**src/hw/rtl/per_pkg.sv**
```systemverilog
// ----------------------------------------------------------------------------
// per_pkg
// Types and constants shared by the pulse event record parser and its
// channel interfaces.
// ----------------------------------------------------------------------------
`default_nettype none

package per_pkg;

  // Result kinds
  typedef enum logic [1:0] {
    KIND_HIT    = 2'd0,
    KIND_GATE   = 2'd1,
    KIND_SAMPLE = 2'd2,
    KIND_ERROR  = 2'd3
  } kind_e;

  // Error codes
  typedef enum logic [1:0] {
    ERR_TOO_LONG     = 2'd0,
    ERR_SAMPLE_COUNT = 2'd1,
    ERR_MODULE       = 2'd2,
    ERR_TOO_SHORT    = 2'd3
  } err_e;

  // Configuration register indexes
  localparam logic [1:0] CFG_MODULE_ID    = 2'd0;
  localparam logic [1:0] CFG_PS_PER_CLOCK = 2'd1;
  localparam logic [1:0] CFG_CFD_FORMAT   = 2'd2;

  localparam int unsigned CfgIdxW  = 2;
  localparam int unsigned CfgDataW = 16;

  // Configuration reset values
  localparam logic [3:0]  MODULE_ID_RST    = 4'd0;
  localparam logic [14:0] PS_PER_CLOCK_RST = 15'd10000;
  localparam logic        CFD_FORMAT_RST   = 1'b1;

  // Timestamp clock period that doubles the raw clock
  localparam logic [14:0] PS_DOUBLE_CLOCK = 15'd4000;

  // Fixed positions inside a channel record
  localparam logic [13:0] GATE_FIRST_WORD  = 14'd3;
  localparam logic [4:0]  GATE_HEADER_LEN  = 5'd11;
  localparam logic [3:0]  SLOT_OFFSET      = 4'd2;
  localparam int unsigned SummedHeaderLen  = 4;
  localparam int unsigned ChannelRecords   = 4;

  typedef struct packed {
    logic [31:0] word;
    logic        last_in_packet;
  } in_item_t;

  typedef struct packed {
    kind_e       kind;
    logic [3:0]  channel;
    logic [48:0] raw_clock;
    logic [63:0] time_ps;
    logic [14:0] energy;
    logic [1:0]  pileup;
    logic [15:0] cfd_raw;
    logic [1:0]  sub_channel;
    logic [12:0] item_index;
    logic [31:0] payload;
    err_e        error_code;
  } out_item_t;

  typedef struct packed {
    logic [CfgIdxW-1:0]  index;
    logic [CfgDataW-1:0] data;
  } cfg_item_t;

endpackage

`default_nettype wire

```
**src/hw/rtl/per_if.sv**
```systemverilog
// ----------------------------------------------------------------------------
// per_if
// Valid/ready channel interfaces for the parser's input words, results and
// configuration writes.
// ----------------------------------------------------------------------------
`default_nettype none

interface per_in_if
  import per_pkg::*;
();
  logic     valid;
  logic     ready;
  in_item_t payload;

  modport source (output valid, output payload, input ready);
  modport sink   (input valid, input payload, output ready);
endinterface

interface per_out_if
  import per_pkg::*;
();
  logic      valid;
  logic      ready;
  out_item_t payload;

  modport source (output valid, output payload, input ready);
  modport sink   (input valid, input payload, output ready);
endinterface

interface per_cfg_if
  import per_pkg::*;
();
  logic      valid;
  logic      ready;
  cfg_item_t payload;

  modport source (output valid, output payload, input ready);
  modport sink   (input valid, input payload, output ready);
endinterface

`default_nettype wire

```
**src/hw/rtl/pulse_event_record_parser.sv**
```systemverilog
// ----------------------------------------------------------------------------
// pulse_event_record_parser
// Decodes a digitizer event word stream into hit records, gate words, sample
// pairs and errors.
// ----------------------------------------------------------------------------
// Takes one 32-bit word per clock and produces at most one result per word,
// in the cycle after the word is taken, from a single output register; a new
// word is taken in every cycle that the output register is empty or being
// drained. The hit record is emitted on the fifth event word; its time in
// picoseconds uses partial products of the timestamp and ps_per_clock that
// are registered while the fourth header word arrives, so the 64-bit time
// costs one three-input add on the fifth word. Channel record offset and
// record number are tracked by counters rather than division. After a size,
// too-short, sample-count or module error the rest of the packet is dropped silently.
// Configuration is written through its own channel, always ready, and must
// only change while the parser is idle.
// ----------------------------------------------------------------------------
`default_nettype none

module pulse_event_record_parser
  import per_pkg::*;
#(
  parameter int unsigned MAX_EVENT_WORDS  = 5000,
  parameter int unsigned GATES_PER_RECORD = 8
) (
  input  wire logic  clk_i,
  input  wire logic  rst_ni,
  per_in_if.sink     in_i,
  per_out_if.source  out_o,
  per_cfg_if.sink    cfg_i
);

  localparam int unsigned PosW = $clog2(MAX_EVENT_WORDS + 1);
  localparam logic [16:0] MaxWords = 17'(MAX_EVENT_WORDS);
  localparam logic [13:0] GateEnd  = GATE_FIRST_WORD + 14'(GATES_PER_RECORD);
  localparam logic [2:0]  RecCount = 3'(ChannelRecords);
  localparam logic [PosW-1:0] FirstRecWord = PosW'(SummedHeaderLen);

  // Configuration registers
  logic [3:0]  module_id_q;
  logic [14:0] ps_per_clock_q;
  logic        cfd_format_q;

  // Parser state
  logic [PosW-1:0] pos_q, pos_d;
  logic [PosW-1:0] total_q, total_d;
  logic [13:0]     elen_q, elen_d;
  logic [4:0]      hlen_q, hlen_d;
  logic [13:0]     roff_q, roff_d;
  logic [2:0]      rec_q, rec_d;
  logic            disc_q, disc_d;
  logic [31:0]     fw_q [SummedHeaderLen];

  // Time partial products
  logic [46:0] lo_prod_q;
  logic [31:0] hi_prod_q;
  logic [30:0] fine_prod_q;

  // Output register
  logic      out_valid_q, out_valid_d;
  out_item_t out_q, out_d;

  logic accept;
  logic in_ready;

  // Header decode
  logic [48:0] raw;
  logic [15:0] cfd;
  logic [15:0] fine;
  logic [63:0] time_ps;
  logic [13:0] blen, elen_w;
  logic [4:0]  hlen_w;
  logic [16:0] total_w;
  logic [3:0]  slot;
  logic [PosW:0] pos_inc;
  logic [13:0]   roff_inc;

  assign in_ready     = !out_valid_q || out_o.ready;
  assign in_i.ready   = in_ready;
  assign accept       = in_i.valid && in_ready;
  assign out_o.valid  = out_valid_q;
  assign out_o.payload = out_q;
  assign cfg_i.ready  = 1'b1;

  // Write configuration registers
  always_ff @(posedge clk_i or negedge rst_ni) begin
    if (!rst_ni) begin
      module_id_q    <= MODULE_ID_RST;
      ps_per_clock_q <= PS_PER_CLOCK_RST;
      cfd_format_q   <= CFD_FORMAT_RST;
    end else if (cfg_i.valid) begin
      case (cfg_i.payload.index)
        CFG_MODULE_ID:    module_id_q    <= cfg_i.payload.data[3:0];
        CFG_PS_PER_CLOCK: ps_per_clock_q <= cfg_i.payload.data[14:0];
        CFG_CFD_FORMAT:   cfd_format_q   <= cfg_i.payload.data[0];
        default: ;
      endcase
    end
  end

  // Build raw clock and CFD fraction from the stored header words
  always_comb begin
    if (ps_per_clock_q == PS_DOUBLE_CLOCK) begin
      raw = {fw_q[2][15:0], fw_q[1], 1'b0};
    end else begin
      raw = {1'b0, fw_q[2][15:0], fw_q[1]};
    end
    if (cfd_format_q) begin
      cfd = {1'b0, fw_q[2][30:16]};
    end else begin
      cfd = fw_q[2][31:16];
    end
  end

  // Register partial products of the time every cycle
  always_ff @(posedge clk_i) begin
    lo_prod_q   <= raw[31:0] * ps_per_clock_q;
    hi_prod_q   <= raw[48:32] * ps_per_clock_q;
    fine_prod_q <= cfd * ps_per_clock_q;
  end

  assign fine    = cfd_format_q ? fine_prod_q[30:15] : {1'b0, fine_prod_q[30:16]};
  assign time_ps = {hi_prod_q, 32'd0} + {17'd0, lo_prod_q} + {48'd0, fine};

  // Field extracts of the summed header and the first record word
  assign blen    = fw_q[0][30:17];
  assign elen_w  = in_i.payload.word[30:17];
  assign hlen_w  = in_i.payload.word[16:12];
  assign total_w = {3'd0, blen} + {1'b0, elen_w, 2'b00};
  assign slot    = fw_q[0][7:4];
  assign pos_inc = {1'b0, pos_q} + 1'b1;
  assign roff_inc = roff_q + 14'd1;

  // Next state and result
  always_comb begin
    pos_d       = pos_q;
    total_d     = total_q;
    elen_d      = elen_q;
    hlen_d      = hlen_q;
    roff_d      = roff_q;
    rec_d       = rec_q;
    disc_d      = disc_q;
    out_valid_d = out_valid_q && !out_o.ready;
    out_d       = out_q;

    if (accept) begin
      out_valid_d = 1'b0;
      out_d       = '0;
      if (disc_q) begin
        // drop words until the packet ends
        if (in_i.payload.last_in_packet) begin
          disc_d = 1'b0;
          pos_d  = '0;
        end
      end else if (pos_q < FirstRecWord) begin
        pos_d = pos_q + 1'b1;
      end else if (pos_q == FirstRecWord) begin
        // check the event and emit the hit record or an error
        out_valid_d = 1'b1;
        pos_d       = '0;
        disc_d      = !in_i.payload.last_in_packet;
        out_d.kind  = KIND_ERROR;
        if (total_w > MaxWords) begin
          out_d.error_code = ERR_TOO_LONG;
        end else if (blen < 14'(SummedHeaderLen) || elen_w == '0 || hlen_w == '0) begin
          out_d.error_code = ERR_TOO_SHORT;
        end else if (slot < SLOT_OFFSET || (slot - SLOT_OFFSET) != module_id_q) begin
          out_d.error_code = ERR_MODULE;
        end else if ({9'd0, hlen_w} > elen_w) begin
          out_d.error_code = ERR_SAMPLE_COUNT;
        end else begin
          disc_d    = 1'b0;
          total_d   = total_w[PosW-1:0];
          elen_d    = elen_w;
          hlen_d    = hlen_w;
          pos_d     = (FirstRecWord + 1'b1 >= total_w[PosW-1:0]) ? '0 : FirstRecWord + 1'b1;
          // offset one word into the first record
          roff_d    = (elen_w == 14'd1) ? 14'd0 : 14'd1;
          rec_d     = (elen_w == 14'd1) ? 3'd1 : 3'd0;
          out_d.kind      = KIND_HIT;
          out_d.channel   = fw_q[0][3:0];
          out_d.raw_clock = raw;
          out_d.time_ps   = time_ps;
          out_d.energy    = fw_q[3][14:0];
          out_d.pileup    = {cfd_format_q & fw_q[2][31], fw_q[0][31]};
          out_d.cfd_raw   = cfd;
        end
      end else begin
        // channel record words: gates or sample pairs
        if (elen_q != '0 && rec_q < RecCount) begin
          out_d.channel     = fw_q[0][3:0];
          out_d.sub_channel = rec_q[1:0];
          out_d.payload     = in_i.payload.word;
          if (hlen_q == GATE_HEADER_LEN && roff_q >= GATE_FIRST_WORD && roff_q < GateEnd) begin
            out_valid_d      = 1'b1;
            out_d.kind       = KIND_GATE;
            out_d.item_index = 13'(roff_q - GATE_FIRST_WORD);
          end else if (roff_q >= {9'd0, hlen_q}) begin
            out_valid_d      = 1'b1;
            out_d.kind       = KIND_SAMPLE;
            out_d.item_index = 13'(roff_q - {9'd0, hlen_q});
          end else begin
            out_d = '0;
          end
        end
        // advance record offset and record number
        if (roff_inc == elen_q) begin
          roff_d = '0;
          if (rec_q < RecCount) begin
            rec_d = rec_q + 3'd1;
          end
        end else begin
          roff_d = roff_inc;
        end
        pos_d = (pos_inc >= {1'b0, total_q}) ? '0 : pos_inc[PosW-1:0];
      end
    end
  end

  // Hold control state
  always_ff @(posedge clk_i or negedge rst_ni) begin
    if (!rst_ni) begin
      pos_q       <= '0;
      total_q     <= '0;
      elen_q      <= '0;
      hlen_q      <= '0;
      roff_q      <= '0;
      rec_q       <= '0;
      disc_q      <= 1'b0;
      out_valid_q <= 1'b0;
    end else begin
      pos_q       <= pos_d;
      total_q     <= total_d;
      elen_q      <= elen_d;
      hlen_q      <= hlen_d;
      roff_q      <= roff_d;
      rec_q       <= rec_d;
      disc_q      <= disc_d;
      out_valid_q <= out_valid_d;
    end
  end

  // Capture summed header words and the result payload
  always_ff @(posedge clk_i) begin
    out_q <= out_d;
    if (accept && !disc_q && pos_q < FirstRecWord) begin
      fw_q[pos_q[1:0]] <= in_i.payload.word;
    end
  end

endmodule

`default_nettype wire

```
**src/flat_wrapper.sv**
```systemverilog
// flat-port wrapper written by rule: the top's interface ports become plain ports
module pulse_event_record_parser_flat import per_pkg::*;
#(
  parameter int unsigned MAX_EVENT_WORDS  = 5000,
  parameter int unsigned GATES_PER_RECORD = 8
)
  (clk_i, rst_ni, in_i_valid, in_i_payload, in_i_ready, out_o_valid, out_o_payload, out_o_ready, cfg_i_valid, cfg_i_payload, cfg_i_ready);
  per_in_if in_i_i ();
  per_out_if out_o_i ();
  per_cfg_if cfg_i_i ();
  input  wire logic clk_i;
  input  wire logic rst_ni;
  input wire logic [$bits(in_i_i.valid)-1:0] in_i_valid;
  input wire logic [$bits(in_i_i.payload)-1:0] in_i_payload;
  output wire logic [$bits(in_i_i.ready)-1:0] in_i_ready;
  output wire logic [$bits(out_o_i.valid)-1:0] out_o_valid;
  output wire logic [$bits(out_o_i.payload)-1:0] out_o_payload;
  input wire logic [$bits(out_o_i.ready)-1:0] out_o_ready;
  input wire logic [$bits(cfg_i_i.valid)-1:0] cfg_i_valid;
  input wire logic [$bits(cfg_i_i.payload)-1:0] cfg_i_payload;
  output wire logic [$bits(cfg_i_i.ready)-1:0] cfg_i_ready;
  assign in_i_i.valid = in_i_valid;
  assign in_i_i.payload = in_i_payload;
  assign in_i_ready = in_i_i.ready;
  assign out_o_valid = out_o_i.valid;
  assign out_o_payload = out_o_i.payload;
  assign out_o_i.ready = out_o_ready;
  assign cfg_i_i.valid = cfg_i_valid;
  assign cfg_i_i.payload = cfg_i_payload;
  assign cfg_i_ready = cfg_i_i.ready;
  pulse_event_record_parser #(.MAX_EVENT_WORDS(MAX_EVENT_WORDS), .GATES_PER_RECORD(GATES_PER_RECORD)) u_core (.clk_i(clk_i), .rst_ni(rst_ni), .in_i(in_i_i), .out_o(out_o_i), .cfg_i(cfg_i_i));
endmodule
```
**config.mk**
```make
export PLATFORM = sky130hd
export DESIGN_NAME = pulse_event_record_parser_flat
export DESIGN_NICKNAME = d
export VERILOG_FILES = /design/src/hw/rtl/per_pkg.sv /design/src/hw/rtl/per_if.sv /design/src/hw/rtl/pulse_event_record_parser.sv /design/src/flat_wrapper.sv
export SDC_FILE = /design/constraint.sdc
export NUM_CORES = 2
export LEC_CHECK = 0
export ABC_AREA = 1
export BUFFER_PORTS_ARGS = -buffer_cell sky130_fd_sc_hd__buf_2
export CORE_ASPECT_RATIO = 2
export CORE_MARGIN = 5
export CORE_UTILIZATION = 30
export CTS_CLUSTER_DIAMETER = 60
export DETAILED_ROUTE_END_ITERATION = 6
export GPL_ROUTABILITY_DRIVEN = 0
export PLACE_DENSITY = 0.42
export RECOVER_POWER = 25
export SYNTH_ARGS = -nofsm -noshare
export SYNTH_HDL_FRONTEND = slang
export SYNTH_SLANG_ARGS = --single-unit
```
**constraint.sdc**
```tcl
create_clock -name clk_i -period 7.6 [get_ports clk_i]
set_clock_uncertainty 0.2 [all_clocks]
set_input_delay 1.52 -clock clk_i [delete_from_list [all_inputs] [get_ports clk_i]]
set_output_delay 1.52 -clock clk_i [all_outputs]
set_load 0.01 [all_outputs]
```
# After elaboration in Yosys (flattened, before gate mapping)
# Memory sizes are Yosys's and may differ from the RTL's.
# Index checks and enable logic that the tools add are counted.
[word_totals]
ff_bits = 395
mem_bits_rw = 128
in_bits = 56
output_inout_bits = 204
wordCells = 165
memories = 1
[op_classes]
add_sub_neg = 10
mul = 3
n_lt_le_gt_ge = 11
n_eq_ne = 13
n_mux = 64
n_bitwise = 8
n_reduce_logical = 30
[mem_list]
columns = ["memory", "words", "width", "rd", "rd_ports_with_merged_regs", "write_ports", "line", "text"]
rows = [
  ["u_core.fw_q", 4, 32, 4, 0, 1, "pulse_event_record_parser.sv:52", "logic [31:0] fw_q [SummedHeaderLen];"],
]
[op_table]
columns = ["cell", "n"]
rows = [
  ["152-bit two-way mux", 7],
  ["201-bit two-way mux", 1],
  ["13-bit two-way mux", 11],
  ["14-bit two-way mux", 6],
  ["34-bit two-way mux", 2],
  ["64-bit by 16-bit adder with 64-bit output", 1],
  ["64-bit by 47-bit adder with 64-bit output", 1],
  ["49-bit two-way mux", 1],
  ["32-bit by 15-bit multiplier with 47-bit output", 1],
  ["17-bit by 15-bit multiplier with 32-bit output", 1],
  ["16-bit two-way mux", 2],
  ["16-bit by 15-bit multiplier with 31-bit output", 1],
  ["3-bit two-way mux", 8],
  ["1-bit two-way mux", 20],
  ["14-bit by 16-bit adder with 17-bit output", 1],
  ["17-bit by 13-bit > comparator with 1-bit output (second input constant)", 1],
  ["15-bit by 12-bit == test with 1-bit output (second input constant)", 1],
  ["13-bit by 1-bit adder with 14-bit output (second input constant)", 1],
  ["14-bit by 1-bit adder with 14-bit output (second input constant)", 1],
  ["14-bit by 1-bit == test with 1-bit output (second input constant)", 1],
  ["14-bit == test", 1],
  ["14-bit by 13-bit >= comparator with 1-bit output", 1],
  ["14-bit by 2-bit >= comparator with 1-bit output (second input constant)", 1],
  ["14-bit by 5-bit >= comparator with 1-bit output", 1],
  ["35 further kinds", 66],
]

# Logic depth before layout (Yosys ltp)
# An unclocked memory read counts as a cell.
[logic_depth]
depth_word = 11
mapped_depth = 36
depth_no_buf = 33

# Least setup slack after synthesis
# OpenSTA, ideal clock, no wires.
[synth_timing]
path_kind = "input -> register"
from = "input port out_o_ready"
to = "register u_core.pos_q[10]"
setup_ns = 0.130
t_arrival_ns = 7.017
required_ns = 7.270
setup_slack_ns = 0.254
stages = 8
n_path_buf = 1
path_cell_list = "inv_1 > nand2_1 > nand2_1 > inv_1 > o21ai_0 > inv_1 > clkbuf_1 > o21ai_0"
[synth_via]
elab_chain_cells = 3
[synth_rtl]
columns = ["item", "line", "text"]
rows = [
  ["from (decl)", "flat_wrapper.sv:18", "input wire logic [$bits(out_o_i.ready)-1:0] out_o_ready;"],
  ["1-bit logical OR", "pulse_event_record_parser.sv:78", "assign in_ready = !out_valid_q || out_o.ready;"],
  ["named net in_i_ready", "flat_wrapper.sv:15", "output wire logic [$bits(in_i_i.ready)-1:0] in_i_ready;"],
  ["1-bit logical AND", "pulse_event_record_parser.sv:80", "assign accept = in_i.valid && in_ready;"],
  ["named net u_core.accept", "pulse_event_record_parser.sv:63", "logic accept;"],
  ["2-bit AND reduction (no line)", "--", ""],
  ["to (signal assigned)", "pulse_event_record_parser.sv:232", "pos_q <= pos_d;"],
  ["to (decl)", "pulse_event_record_parser.sv:45", "logic [PosW-1:0] pos_q, pos_d;"],
]
# The timed path passes the listed nets, and every way through them passes these cells.
# A chain may end at the register's enable or synchronous reset.

# Worst setup path in the final report
[layout_timing]
from = "register u_core.ps_per_clock_q[12]"
to = "register u_core.lo_prod_q[42]"
[layout_via]
elab_chain_cells = 3
[layout_rtl]
columns = ["item", "line", "text"]
rows = [
  ["from (decl)", "pulse_event_record_parser.sv:41", "logic [14:0] ps_per_clock_q;"],
  ["from (signal assigned)", "pulse_event_record_parser.sv:94", "CFG_PS_PER_CLOCK: ps_per_clock_q <= cfg_i.payload.data[14:0];"],
  ["15-bit by 12-bit == test with 1-bit output", "pulse_event_record_parser.sv:103", "if (ps_per_clock_q == PS_DOUBLE_CLOCK) begin"],
  ["49-bit two-way mux", "pulse_event_record_parser.sv:103", ""],
  ["32-bit by 15-bit multiplier with 47-bit output (*)", "pulse_event_record_parser.sv:117", "lo_prod_q <= raw[31:0] * ps_per_clock_q;"],
  ["to (signal assigned)", "pulse_event_record_parser.sv:117", ""],
  ["to (decl)", "pulse_event_record_parser.sv:55", "logic [46:0] lo_prod_q;"],
]
# Every way passes the cells marked *; elsewhere a longest branch is shown, timed or not.

==> reports/metrics.cfg <==
[yosys]
synth_area_leaders=fa_1 29%, edfxtp_1 17%, inv_1 9.1%
syn_area_per_cell_sq_um=8.55
netlist_area_sq_um=53300
ys_seq_elements=482
yosysSeqAreaShare_pct=24.6
ys_warn_count=0
ys.flop_type=edfxtp_1
yosysUniqueCellTypes=65
synth_top_area_share_pct=28.7
synth_area_leader_cell=fa_1
synthArstFlopShare_pct=17.4
syn_inst=6233
synth-edff-count=303

[grt]
grt_util_all_layers_pct=21.4
grt_max_degree=103
grt_pass1_wl_um=298000
gr-total-overflow=0
grt_pass1_vias=47915
antenna_found_initial=15

[sta]
grt_setup_unrepaired=true
max-slew-margin-rel_pct=-182
setup_ws_ps=233
worstMarginPinSlew_ps=4230
max_freq_ghz=0.136
hold_ws_ps=288
setup_viol=0
post-route-min-period_ps=7370
period_share_pct=96.9
hold_viol=0
slew_viol_final=220

[critical_path]
start_kind=register
path_class=reg -> reg
critical-path-slowest-cell=fa_1
required_ps=8000
critPathBufInv=12
r2r_start=u_core.ps_per_clock_q[12]$_DFFE_PN0P_
cp_max_fo=6
worstSetupStartpoint=u_core.ps_per_clock_q[12]$_DFFE_PN0P_
critPathCaptureType=register
cpLargestDelayFamily=adder cells
critical-path-max-stage-delay_ps=530
cp_data_arrival_time_ps=7770

[detailed_routing]
detail-route-antenna-nets=0
viasPerCell=4.77
vias=43674
drtIter0Drc=2051
wire_per_inst_um=22.1
drt-pass1-iter-count=6
drc=0
routed_wl_um=202000

[floorplan]
die_w_um=308
ios=260
placementRows=218
die_h_um=606
coreArea_sq_um=176000
die_area_sq_um=187000
start_util_pct=30.2

[job]
drv_cap=3

[final_layout]
synthToLayoutAreaGrowth_pct=18.8
fin_nets=7988
final_util_pct=35.9
final_layout_size_suffix_gt1_share_pct=16.0

[worst_hold_path]
hp-start=u_core.total_q[10]$_DFFE_PN0P_
hp-class=reg -> reg

[clocking]
htreeDepth=2
cts_root_buffer=clkbuf_16
cts.clk_slew.worst_paths_ps=70
clock_sink_count=482
clock_path_buffers=3
clk_latency_ps=710
cts_inserted_buffers=55
cts_tree=built

[status]
outcome=finished, violations left
violations=capacitance limit, slew limit

[placed_design]
io_buffers=257
dp_slack_ps=-388
hpwlAfterDp_um=167000

==> what timing repair did <==
item,in CTS,in global routing
cloned,0,1
endpoints found under the setup margin,28,45
gates resized for setup,45,213
buffers inserted,5,31
pin swaps,1,68
hold buffers,0,0
==> cell families (layout without fill, tap and decap cells) <==
logic type	count (synthesis)	in the layout	share of synthesized area [%]
other cells	2	19	0.0141
fa+ha+maj	1135	1135	37.4
flops	482	482	24.6
compound gates	578	578	6.22
simple gates	2348	2348	18.3
xor+xnor	140	140	2.30
buf+inv	1548	2151	11.2
==> final cells by class <==
cell class              count  area, sq um
diodes                      9         22.5
repair buffers            711         4960
clock inverters            39          529
flip-flops and latches    482        13100
fillers                 18335       113000
clock buffers              65         1540
multi-input cells        4211        35200
well taps                2310         2890
inverters                1336         5090
==> metal layers <==
layer	up-vias	track usage (%)	share of wire (%)
met1	21855	21.2	34
met2	1154	42.6	55
met5	-	0	0.0064
met3	441	2.02	3.6
li1	20222	-	-
met4	2	12.5	7.3
==> synthesized netlist by cell type (10+ instances only) <==
master / count
edfxtp_1: 303
clkbuf_1: 131
buf_4: 11
inv_2: 30
inv_1: 1296
buf_1: 10
nand4_1: 53
nor2_1: 791
o21ai_0: 181
dfxtp_1: 95
nand3_1: 162
nand2_1: 1142
o21a_1: 25
nor3_2: 14
ha_1: 372
a21oi_1: 217
xnor2_1: 47
a21o_1: 18
xor2_1: 93
or2_2: 22
o21bai_1: 15
nor4_1: 25
a31oi_1: 24
fa_1: 763
nor3_1: 74
a21oi_2: 20
dfrtp_1: 78
o21ai_1: 27
buf_2: 54
==> cells in the final DEF (no fill, tap or decap), types with 19 or more instances in the layout <==
cell	Yosys	final
a21oi_1	217	196
a21oi_2	20	36
a31oi_1	24	19
buf_2	54	224
buf_4	11	412
buf_6	6	19
clkbuf_1	131	36
clkbuf_16	0	60
dfrtp_1	78	76
dfxtp_1	95	95
edfxtp_1	303	303
fa_1	763	755
ha_1	372	347
ha_4	0	24
inv_1	1296	1275
inv_2	30	35
nand2_1	1142	1127
nand2_2	9	21
nand3_1	162	156
nand4_1	53	53
nor2_1	791	751
nor2_2	9	35
nor3_1	74	70
o21a_1	25	22
o21ai_0	181	167
o21ai_1	27	38
or2_2	22	22
xnor2_1	47	47
xor2_1	93	92
==> per-stage QoR <==
step	std cells	setup TNS, ps	cell area (sq um)
floorplan	6241	0	53300
global placement	9013	-2120	59900
detailed placement	9013	-3910	59900
CTS	9122	0	62200
global route	9156	-857	63300
finish	9163	0	63300
==> sequential cells by signal (all words and copies together) (netlist names), 4 cells and up <==
signal                 count
u_core.out_o.payload     201
u_core.fw_q              102
u_core.lo_prod_q          47
u_core.hi_prod_q          32
u_core.fine_prod_q        16
u_core.ps_per_clock_q     15
u_core.elen_q             14
u_core.roff_q             14
u_core.pos_q              13
u_core.total_q            13
u_core.hlen_q              5
u_core.module_id_q         4
==> worst paths after layout <==
kind / to / slack [ps] / depth (start not counted)
hold / removal: u_core.total_q[10]$_DFFE_PN0P_ / 290 / 2
min in group asynchronous: u_core.elen_q[9]$_DFFE_PN0P_ / 830 / 1
hold reg to reg: u_core.total_q[10]$_DFFE_PN0P_ / 290 / 2
setup / recovery: u_core.lo_prod_q[42]$_DFF_P_ / 230 / 35
setup reg to reg: u_core.lo_prod_q[42]$_DFF_P_ / 230 / 35
max in group asynchronous: u_core.ps_per_clock_q[6]$_DFFE_PN0P_ / 1420 / 2
==> worst min-delay path, delay by kind of cell (launching register included) <==
kind	cells	cell delay, ps
simple gates	1	50
flops	1	350
compound gates	1	60
Power is left out: the tool's default activity adds up to more than one toggle a clock period on the data nets, which glitch-free logic cannot reach.
